## config.mk

```make
export PLATFORM = sky130hd
export DESIGN_NAME = interval_first_fit_lane_assign
export DESIGN_NICKNAME = d
export VERILOG_FILES = /design/src/hw/rtl/ifla_pkg.sv /design/src/hw/rtl/ifla_ram.sv /design/src/hw/rtl/ifla_ctrl.sv /design/src/hw/rtl/interval_first_fit_lane_assign.sv
export VERILOG_INCLUDE_DIRS = /design/src /design/src/hw/rtl
export SDC_FILE = /design/constraint.sdc
export NUM_CORES = 1
export LEC_CHECK = 0
export BUFFER_PORTS_ARGS = -buffer_cell sky130_fd_sc_hd__buf_2
export CORE_UTILIZATION = 40
export DETAILED_ROUTE_END_ITERATION = 16
export PLACE_DENSITY = 0.6
export SYNTH_ARGS = -nofsm -noshare
export SYNTH_HDL_FRONTEND = slang
export SYNTH_SLANG_ARGS = --single-unit
export TNS_END_PERCENT = 10
```

## constraint.sdc

```tcl
create_clock -name aclk -period 6.3 [get_ports aclk]
set_clock_uncertainty 0.05 [all_clocks]
set_input_delay 0.63 -clock aclk [delete_from_list [all_inputs] [get_ports aclk]]
set_output_delay 0.63 -clock aclk [all_outputs]
set_load 0.005 [all_outputs]
```

## src/hw/rtl/assert_macros.svh

```systemverilog
// Assertion macros shared by the RTL of the lane assigner.
// Depends on nothing; included by files that carry concurrent assertions.
`ifndef ASSERT_MACROS_SVH
`define ASSERT_MACROS_SVH
`ifndef SYNTHESIS
// Property must hold at every rising edge outside reset.
`define ASSERT_CLK(label, clk, rst_n, prop) \
    label: assert property (@(posedge clk) disable iff (!rst_n) (prop)) \
        else $error("%m: assertion failed");
// Expression must never be true at a rising edge outside reset.
`define ASSERT_NEVER(label, clk, rst_n, expr) \
    label: assert property (@(posedge clk) disable iff (!rst_n) !(expr)) \
        else $error("%m: forbidden condition seen");
`else
`define ASSERT_CLK(label, clk, rst_n, prop)
`define ASSERT_NEVER(label, clk, rst_n, expr)
`endif
`endif

```

## src/hw/rtl/ifla_pkg.sv

```systemverilog
// Types and constants of the interval first-fit lane assigner.
// No dependencies; used by ifla_ctrl and the top level.
`default_nettype none
package ifla_pkg;

    localparam int FIELD_TIME_W = 24;
    localparam int CHAN_W       = 10;
    localparam int LANE_OUT_W   = 4;
    localparam int COUNT_OUT_W  = 5;

    typedef enum logic [1:0] {
        ST_IDLE,
        ST_SCAN,
        ST_FINISH
    } ifla_state_t;

    typedef struct packed {
        logic [FIELD_TIME_W-1:0] note_start;
        logic [FIELD_TIME_W-1:0] note_length;
        logic [CHAN_W-1:0]       channel_id;
        logic                    new_group;
    } ifla_note_t;

    typedef struct packed {
        logic [CHAN_W-1:0]      channel_out;
        logic [LANE_OUT_W-1:0]  lane_index;
        logic                   overflow;
        logic [COUNT_OUT_W-1:0] lane_count;
    } ifla_result_t;

endpackage
`default_nettype wire

```

## src/hw/rtl/ifla_ram.sv

```systemverilog
// Generic single-write, single-read synchronous RAM with registered read data.
// No dependencies.
`default_nettype none
module ifla_ram #(
    parameter int WIDTH = 49,
    parameter int DEPTH = 16
) (
    input  logic                                   clk,
    input  logic                                   wr_en,
    input  logic [((DEPTH > 1) ? $clog2(DEPTH) : 1)-1:0] wr_addr,
    input  logic [WIDTH-1:0]                       wr_data,
    input  logic                                   rd_en,
    input  logic [((DEPTH > 1) ? $clog2(DEPTH) : 1)-1:0] rd_addr,
    output logic [WIDTH-1:0]                       rd_data
);

    logic [WIDTH-1:0] mem [DEPTH];
    logic [WIDTH-1:0] rd_data_reg;

    always_ff @(posedge clk) begin
        if (wr_en) begin
            mem[wr_addr] <= wr_data;
        end
        if (rd_en) begin
            rd_data_reg <= mem[rd_addr];
        end
    end

    assign rd_data = rd_data_reg;

endmodule
`default_nettype wire

```

## src/hw/rtl/ifla_ctrl.sv

```systemverilog
// Lane scan controller: holds the lane memory, scans it one lane per cycle
// and commits the placement. Depends on ifla_pkg and ifla_ram.
`default_nettype none
module ifla_ctrl #(
    parameter int LANES     = 16,
    parameter int TIME_BITS = 24
) (
    input  logic                  aclk,
    input  logic                  aresetn,
    input  logic                  in_valid,
    output logic                  in_ready,
    input  ifla_pkg::ifla_note_t  in_note,
    output logic                  res_valid,
    input  logic                  res_ready,
    output ifla_pkg::ifla_result_t res
);
    import ifla_pkg::*;

    localparam int TW  = (TIME_BITS < FIELD_TIME_W) ? TIME_BITS : FIELD_TIME_W;
    localparam int LIW = (LANES > 1) ? $clog2(LANES) : 1;
    localparam int CW  = $clog2(LANES + 1);
    localparam int MW  = 2 * TW + 1;

    ifla_state_t state_reg, state_next;

    logic [TW-1:0]     start_reg, start_next;
    logic [TW:0]       end_reg, end_next;
    logic [CHAN_W-1:0] chan_reg, chan_next;
    logic [CW-1:0]     open_reg, open_next;
    logic [LIW-1:0]    idx_reg, idx_next;
    logic              found_reg, found_next;

    logic              rd_en;
    logic [LIW-1:0]    rd_addr;
    logic [MW-1:0]     rd_data;
    logic              wr_en;
    logic [LIW-1:0]    wr_addr;

    logic [TW-1:0]     in_start;
    logic [TW-1:0]     in_len;
    logic [TW:0]       in_end;
    logic [CW-1:0]     accept_open;
    logic [TW-1:0]     lane_start;
    logic [TW:0]       lane_end;
    logic              overlap;
    logic              last_lane;
    logic              can_open;
    logic [CW-1:0]     open_after;
    logic [CW-1:0]     count;
    logic [LIW-1:0]    lane_sel;
    logic [LIW+LANE_OUT_W-1:0] lane_wide;
    logic [CW+COUNT_OUT_W-1:0] count_wide;

    // Input side: time fields cut to the configured width; a zero length is one tick.
    assign in_start    = in_note.note_start[TW-1:0];
    assign in_len      = in_note.note_length[TW-1:0];
    assign in_end      = {1'b0, in_start} + ((in_len == '0) ? (TW+1)'(1) : {1'b0, in_len});
    assign accept_open = in_note.new_group ? '0 : open_reg;

    // Each memory word keeps the lane's last note as {end, start}.
    assign lane_start = rd_data[TW-1:0];
    assign lane_end   = rd_data[MW-1:TW];
    assign overlap    = ({1'b0, lane_start} < end_reg) && ({1'b0, start_reg} < lane_end);
    assign last_lane  = (CW'(CW'(idx_reg) + CW'(1)) == open_reg);

    assign can_open   = (open_reg < CW'(LANES));
    assign open_after = (!found_reg && can_open) ? CW'(open_reg + CW'(1)) : open_reg;
    assign count      = (open_after == '0) ? CW'(1) : open_after;
    assign lane_sel   = found_reg ? idx_reg : (can_open ? open_reg[LIW-1:0] : '0);
    assign lane_wide  = {{LANE_OUT_W{1'b0}}, lane_sel};
    assign count_wide = {{COUNT_OUT_W{1'b0}}, count};

    ifla_ram #(
        .WIDTH (MW),
        .DEPTH (LANES)
    ) u_lane_mem (
        .clk     (aclk),
        .wr_en   (wr_en),
        .wr_addr (wr_addr),
        .wr_data ({end_reg, start_reg}),
        .rd_en   (rd_en),
        .rd_addr (rd_addr),
        .rd_data (rd_data)
    );

    // Next state.
    always_comb begin
        state_next = state_reg;
        unique case (state_reg)
            ST_IDLE: begin
                if (in_valid) begin
                    state_next = (accept_open == '0) ? ST_FINISH : ST_SCAN;
                end
            end
            ST_SCAN: begin
                if (!overlap || last_lane) begin
                    state_next = ST_FINISH;
                end
            end
            ST_FINISH: begin
                if (res_ready) begin
                    state_next = ST_IDLE;
                end
            end
            default: begin
                state_next = ST_IDLE;
            end
        endcase
    end

    // State outputs: handshakes and memory ports.
    always_comb begin
        in_ready  = 1'b0;
        res_valid = 1'b0;
        rd_en     = 1'b0;
        rd_addr   = '0;
        wr_en     = 1'b0;
        wr_addr   = lane_sel;
        unique case (state_reg)
            ST_IDLE: begin
                in_ready = 1'b1;
                rd_en    = in_valid;
            end
            ST_SCAN: begin
                rd_en   = overlap && !last_lane;
                rd_addr = idx_reg + LIW'(1);
            end
            ST_FINISH: begin
                res_valid = 1'b1;
                wr_en     = res_ready && (found_reg || can_open);
            end
            default: begin
                in_ready = 1'b0;
            end
        endcase
    end

    // Datapath registers.
    always_comb begin
        start_next = start_reg;
        end_next   = end_reg;
        chan_next  = chan_reg;
        open_next  = open_reg;
        idx_next   = idx_reg;
        found_next = found_reg;
        case (state_reg)
            ST_IDLE: begin
                if (in_valid) begin
                    start_next = in_start;
                    end_next   = in_end;
                    chan_next  = in_note.channel_id;
                    open_next  = accept_open;
                    idx_next   = '0;
                    found_next = 1'b0;
                end
            end
            ST_SCAN: begin
                if (!overlap) begin
                    found_next = 1'b1;
                end else if (!last_lane) begin
                    idx_next = idx_reg + LIW'(1);
                end
            end
            ST_FINISH: begin
                if (res_ready) begin
                    open_next = open_after;
                end
            end
            default: begin
                found_next = found_reg;
            end
        endcase
    end

    always_ff @(posedge aclk) begin
        if (!aresetn) begin
            state_reg <= ST_IDLE;
            open_reg  <= '0;
            found_reg <= 1'b0;
            idx_reg   <= '0;
        end else begin
            state_reg <= state_next;
            open_reg  <= open_next;
            found_reg <= found_next;
            idx_reg   <= idx_next;
        end
    end

    always_ff @(posedge aclk) begin
        start_reg <= start_next;
        end_reg   <= end_next;
        chan_reg  <= chan_next;
    end

    assign res.channel_out = chan_reg;
    assign res.lane_index  = lane_wide[LANE_OUT_W-1:0];
    assign res.overflow    = !found_reg && !can_open;
    assign res.lane_count  = count_wide[COUNT_OUT_W-1:0];

endmodule
`default_nettype wire

```

## src/hw/rtl/interval_first_fit_lane_assign.sv

```systemverilog
// Top level of the interval first-fit lane assigner: stream ports and output register.
// Depends on ifla_pkg, ifla_ctrl (with ifla_ram) and assert_macros.svh.
//
//  Channel | Direction | Handshake          | Contents
//  --------+-----------+--------------------+--------------------------------------
//  s_      | in        | s_tvalid/s_tready  | one note: start, length, channel, new group
//  m_      | out       | m_tvalid/m_tready  | one placement: channel, lane, count, overflow
//
// An item is accepted in the idle state; if any lane is open, the scan state then reads
// the open lanes in order until a fit is found (at most LANES of them), and the finish
// state commits it. The scan is paced by the lane memory, which has one read port
// and is scanned one lane per cycle. Reset clears the controller and the open-lane count;
// the lane memory is not cleared, since a lane is always written when it is opened.
// A stalled result waits in the output register; the controller holds its commit
// until that register is free, and takes no new item meanwhile.
`default_nettype none
`include "assert_macros.svh"
module interval_first_fit_lane_assign #(
    parameter int LANES     = 16,
    parameter int TIME_BITS = 24
) (
    input  logic        aclk,
    input  logic        aresetn,
    input  logic        s_tvalid,
    output logic        s_tready,
    input  logic [63:0] s_tdata,   // note_start[23:0], note_length[47:24], channel_id[57:48]
    input  logic        s_tuser,   // new_group
    output logic        m_tvalid,
    input  logic        m_tready,
    output logic [23:0] m_tdata,   // channel_out[9:0], lane_index[13:10], lane_count[18:14]
    output logic        m_tuser    // overflow
);
    import ifla_pkg::*;

    ifla_note_t   note;
    ifla_result_t res;
    logic         res_valid;
    logic         res_ready;

    logic         m_tvalid_reg, m_tvalid_next;
    ifla_result_t out_reg, out_next;

    // Unpack the input item; the channel sits right above the two time fields.
    assign note.note_start  = s_tdata[FIELD_TIME_W-1:0];
    assign note.note_length = s_tdata[2*FIELD_TIME_W-1:FIELD_TIME_W];
    assign note.channel_id  = s_tdata[2*FIELD_TIME_W+CHAN_W-1:2*FIELD_TIME_W];
    assign note.new_group   = s_tuser;

    ifla_ctrl #(
        .LANES     (LANES),
        .TIME_BITS (TIME_BITS)
    ) u_ctrl (
        .aclk      (aclk),
        .aresetn   (aresetn),
        .in_valid  (s_tvalid),
        .in_ready  (s_tready),
        .in_note   (note),
        .res_valid (res_valid),
        .res_ready (res_ready),
        .res       (res)
    );

    // The output register can take a new result when empty or being drained.
    assign res_ready = !m_tvalid_reg || m_tready;

    always_comb begin
        m_tvalid_next = m_tvalid_reg;
        out_next      = out_reg;
        if (res_ready) begin
            m_tvalid_next = res_valid;
            if (res_valid) begin
                out_next = res;
            end
        end
    end

    always_ff @(posedge aclk) begin
        if (!aresetn) begin
            m_tvalid_reg <= 1'b0;
        end else begin
            m_tvalid_reg <= m_tvalid_next;
        end
    end

    always_ff @(posedge aclk) begin
        out_reg <= out_next;
    end

    assign m_tvalid = m_tvalid_reg;
    assign m_tdata  = {5'b0, out_reg.lane_count, out_reg.lane_index, out_reg.channel_out};
    assign m_tuser  = out_reg.overflow;

    // An overflowed note is always reported on lane zero.
    `ASSERT_CLK(a_ovf_lane_zero, aclk, aresetn,
        (m_tvalid && m_tuser) |-> (m_tdata[13:10] == 4'd0))
    // A placed note lies on a lane below the open-lane count.
    `ASSERT_CLK(a_lane_below_count, aclk, aresetn,
        (m_tvalid && !m_tuser && (LANES <= 16)) |-> (m_tdata[13:10] < m_tdata[18:14]))
    // The controller never takes a note while it still offers a result.
    `ASSERT_NEVER(a_accept_while_commit, aclk, aresetn, s_tready && res_valid)

endmodule
`default_nettype wire

```

==> run summary <==
max frequency: 235 MHz
drt wl/cell: 24.0 µm
critical path launch point type: flip-flop
Netlist cell types: 69
WL final: 89900 µm
wire length of the first global-routing pass: 132000 µm
DRT met1 WL: 40700 µm
final hold vios: 0
worst-skew pair later-pin latency: 0.66 ns
Comb pwr share: 0.041
CTS max path bufs: 3
share of cells above drive strength 1: 0.134
metal3 WL: 6250 µm
Worst-path clk slew: 0.06 ns
area leader, netlist: edfxtp_1
Die Ht: 310 µm
# IOs: 96
P_int: 10.3 mW
Max-Cap Viols: 0
Reg power frac: 0.544
clk sink count: 925
placed cell area: 39700 µm²
Primary FF master, synth: edfxtp_1
Slew Viols, Final: 0
Post-CTS Setup Inserts: 0
net switching fraction of the power: 0.213
post-DR vias/cell: 5.55
DR iter-0 viols: 1965
Initial Util: 0.406
RSZ-0062 raised after global routing: false
Mapped Avg Cell Area: 16.2 µm²
Highest Signal Layer: met5
Setup-failing EPs final: 0
CTS-repair resized insts: 0
Ys Warns: 0
status: completed
Final min period: 4.25 ns
grt total ovfl: 0
most common cell after layout, fill and taps aside: edfxtp_1
Die W: 310 µm
DP HPWL: 46700 µm
Worst slew margin: 0.240
Total Power: 13.1 mW
Final Cell Area: 42700 µm²
Tot GR Track Use: 0.188
register area share after synthesis: 0.728
VDD IR max: 188 µV
Leak: 13.7 nW
final net count: 2560
antenna viol nets, final: 0
CTS tree: built
power per cell area: 307 nW/µm²
Core ar.: 93600 µm²
Critical Path RT: 6.57 ns
CTS Buf Count: 94
Area Overhead vs Synth: 12.6%
number of antenna violations at the first check in global routing: 7
Setup TNS Final: 0 ns
vias in the first global route: 20400
EDFF count, synth: 912
clock share of power: 0.415
met2 routed WL: 41400 µm
fraction of registers with async set/reset: 0
row count: 112
#FFs+latches synth: 925
First-pass DRT Iterations: 5
htree depth: 3
via count: 20800
Root Driver: clkbuf_16
CP Max Fanout: 19
GP Congestion: 0.805
FF/Latch Area: 27700 µm²
worst slew pin tran: 1.14 ns
Cells after Synth: 2350
critical path type: flip-flop to flip-flop
area of the multi-input gates: 9520 µm²
IO Port Bufs: 84
# DRC: 0
max reg flops: 784
HP Class: input port to flip-flop
CP Capture Type: flip-flop
die area: 96100 µm²
most frequent cells in the layout: edfxtp_1, nand2_1, mux2i_1
pin count of the biggest net entering global routing: 149
CP arrival: 4.53 ns
Tcrit/Tclk final: 0.675
share of the synthesized area in the top cell type: 0.721
post-synthesis cell area: 38000 µm²
Net Sw Power: 2.79 mW
Area contributors post-synth: edfxtp_1, mux2i_1, a211oi_1, mux4_2, ha_1
CTS Hold Bufs: 0
FILL cells: 8043
==> logic make-up (layout without fill, tap and decap cells) <==
kind of cell | after synthesis | count (layout) | share of synthesized area
AOI/OAI and AO/OA | 416 | 416 | 0.0775
xor gates and xnor gates | 28 | 28 | 0.00646
adders and majority gates | 73 | 73 | 0.0243
buffers and inverters | 210 | 349 | 0.0255
DFF | 925 | 925 | 0.728
muxes | 250 | 250 | 0.0821
other | 1 | 6 | 0.0000988
and+or+nand+nor | 447 | 447 | 0.0558
==> layer usage <==
metal | up-vias | GRT usage
met3 | 122 | 0.0343
li1 | 9313 | -
met5 | - | 0
met4 | 2 | 0.0457
met2 | 728 | 0.293
met1 | 10600 | 0.271
==> worst paths after layout <==
check	slack, ns	startpoint	cells past startpoint	endpoint
max	2.05	u_ctrl.end_reg[10]	10	u_ctrl.u_lane_mem.rd_data[20]
min	0.12	s_tdata[21]	1	u_ctrl.start_reg[21]
max reg2reg	2.05	u_ctrl.end_reg[10]	10	u_ctrl.u_lane_mem.rd_data[20]
min reg2reg	0.37	u_ctrl.chan_reg[2]	0	m_tdata[2]
==> critical path, stage by stage, from the launching register on <==
cell and delay, ns:
edfxtp_1 0.63, inv_1 0.10, ha_1 0.31, a21o_1 0.21, a221oi_1 0.29, o21ai_1 0.17
a21oi_1 0.28, o2111ai_1 0.40, nor3_4 0.55, or2_2 0.50, buf_4 0.40
==> per-stage QoR <==
stage / worst slack, ns / instances / utilization / hold slack [ns]
after floorplan: 1.10 / 2354 / - / 0.350
after CTS: 2.01 / 3747 / 0.456 / 0.0795
final: 2.05 / 3748 / 0.457 / 0.121
after global placement: 2.12 / 3576 / 0.424 / 0.353
after global routing: 1.74 / 3747 / 0.456 / 0.0936
after detailed placement: 2.01 / 3576 / 0.424 / 0.355
==> layout make-up <==
| class | instances | share of cell area |
|---|---|---|
| Inverter | 57 | 0.00501 |
| Multi-Input combinational cell | 1219 | 0.223 |
| Antenna cell | 1 | 0.0000586 |
| Sequential cell | 925 | 0.647 |
| Clock inverter | 49 | 0.0117 |
| Timing Repair Buffer | 121 | 0.0178 |
| Tap cell | 1254 | 0.0367 |
| Clock buffer | 122 | 0.0590 |
==> synthesized netlist by cell type (all sizes together), types with 50 or more instances <==
cell type	number
edfxtp	912
nand2	233
mux2i	200
a211oi	152
nor2b	102
clkbuf	86
a21oi	77
ha	72
buf	67
inv	57
nor2	56
a31oi	50
==> power by group through the flow <==
| stage | Clock, mW | Combinational (mW) | Sequential [mW] |
|---|---|---|---|
| 2_1_floorplan | 0 | 0.323 | 7.19 |
| 3_3_place_gp | 0 | 0.524 | 7.25 |
| 3_5_place_dp | 0 | 0.529 | 7.26 |
| 4_1_cts | 5.54 | 0.532 | 7.13 |
| 5_1_grt | 5.77 | 0.586 | 7.16 |
| 6_report | 5.44 | 0.533 | 7.14 |
Power figures use the tool's default switching activity.
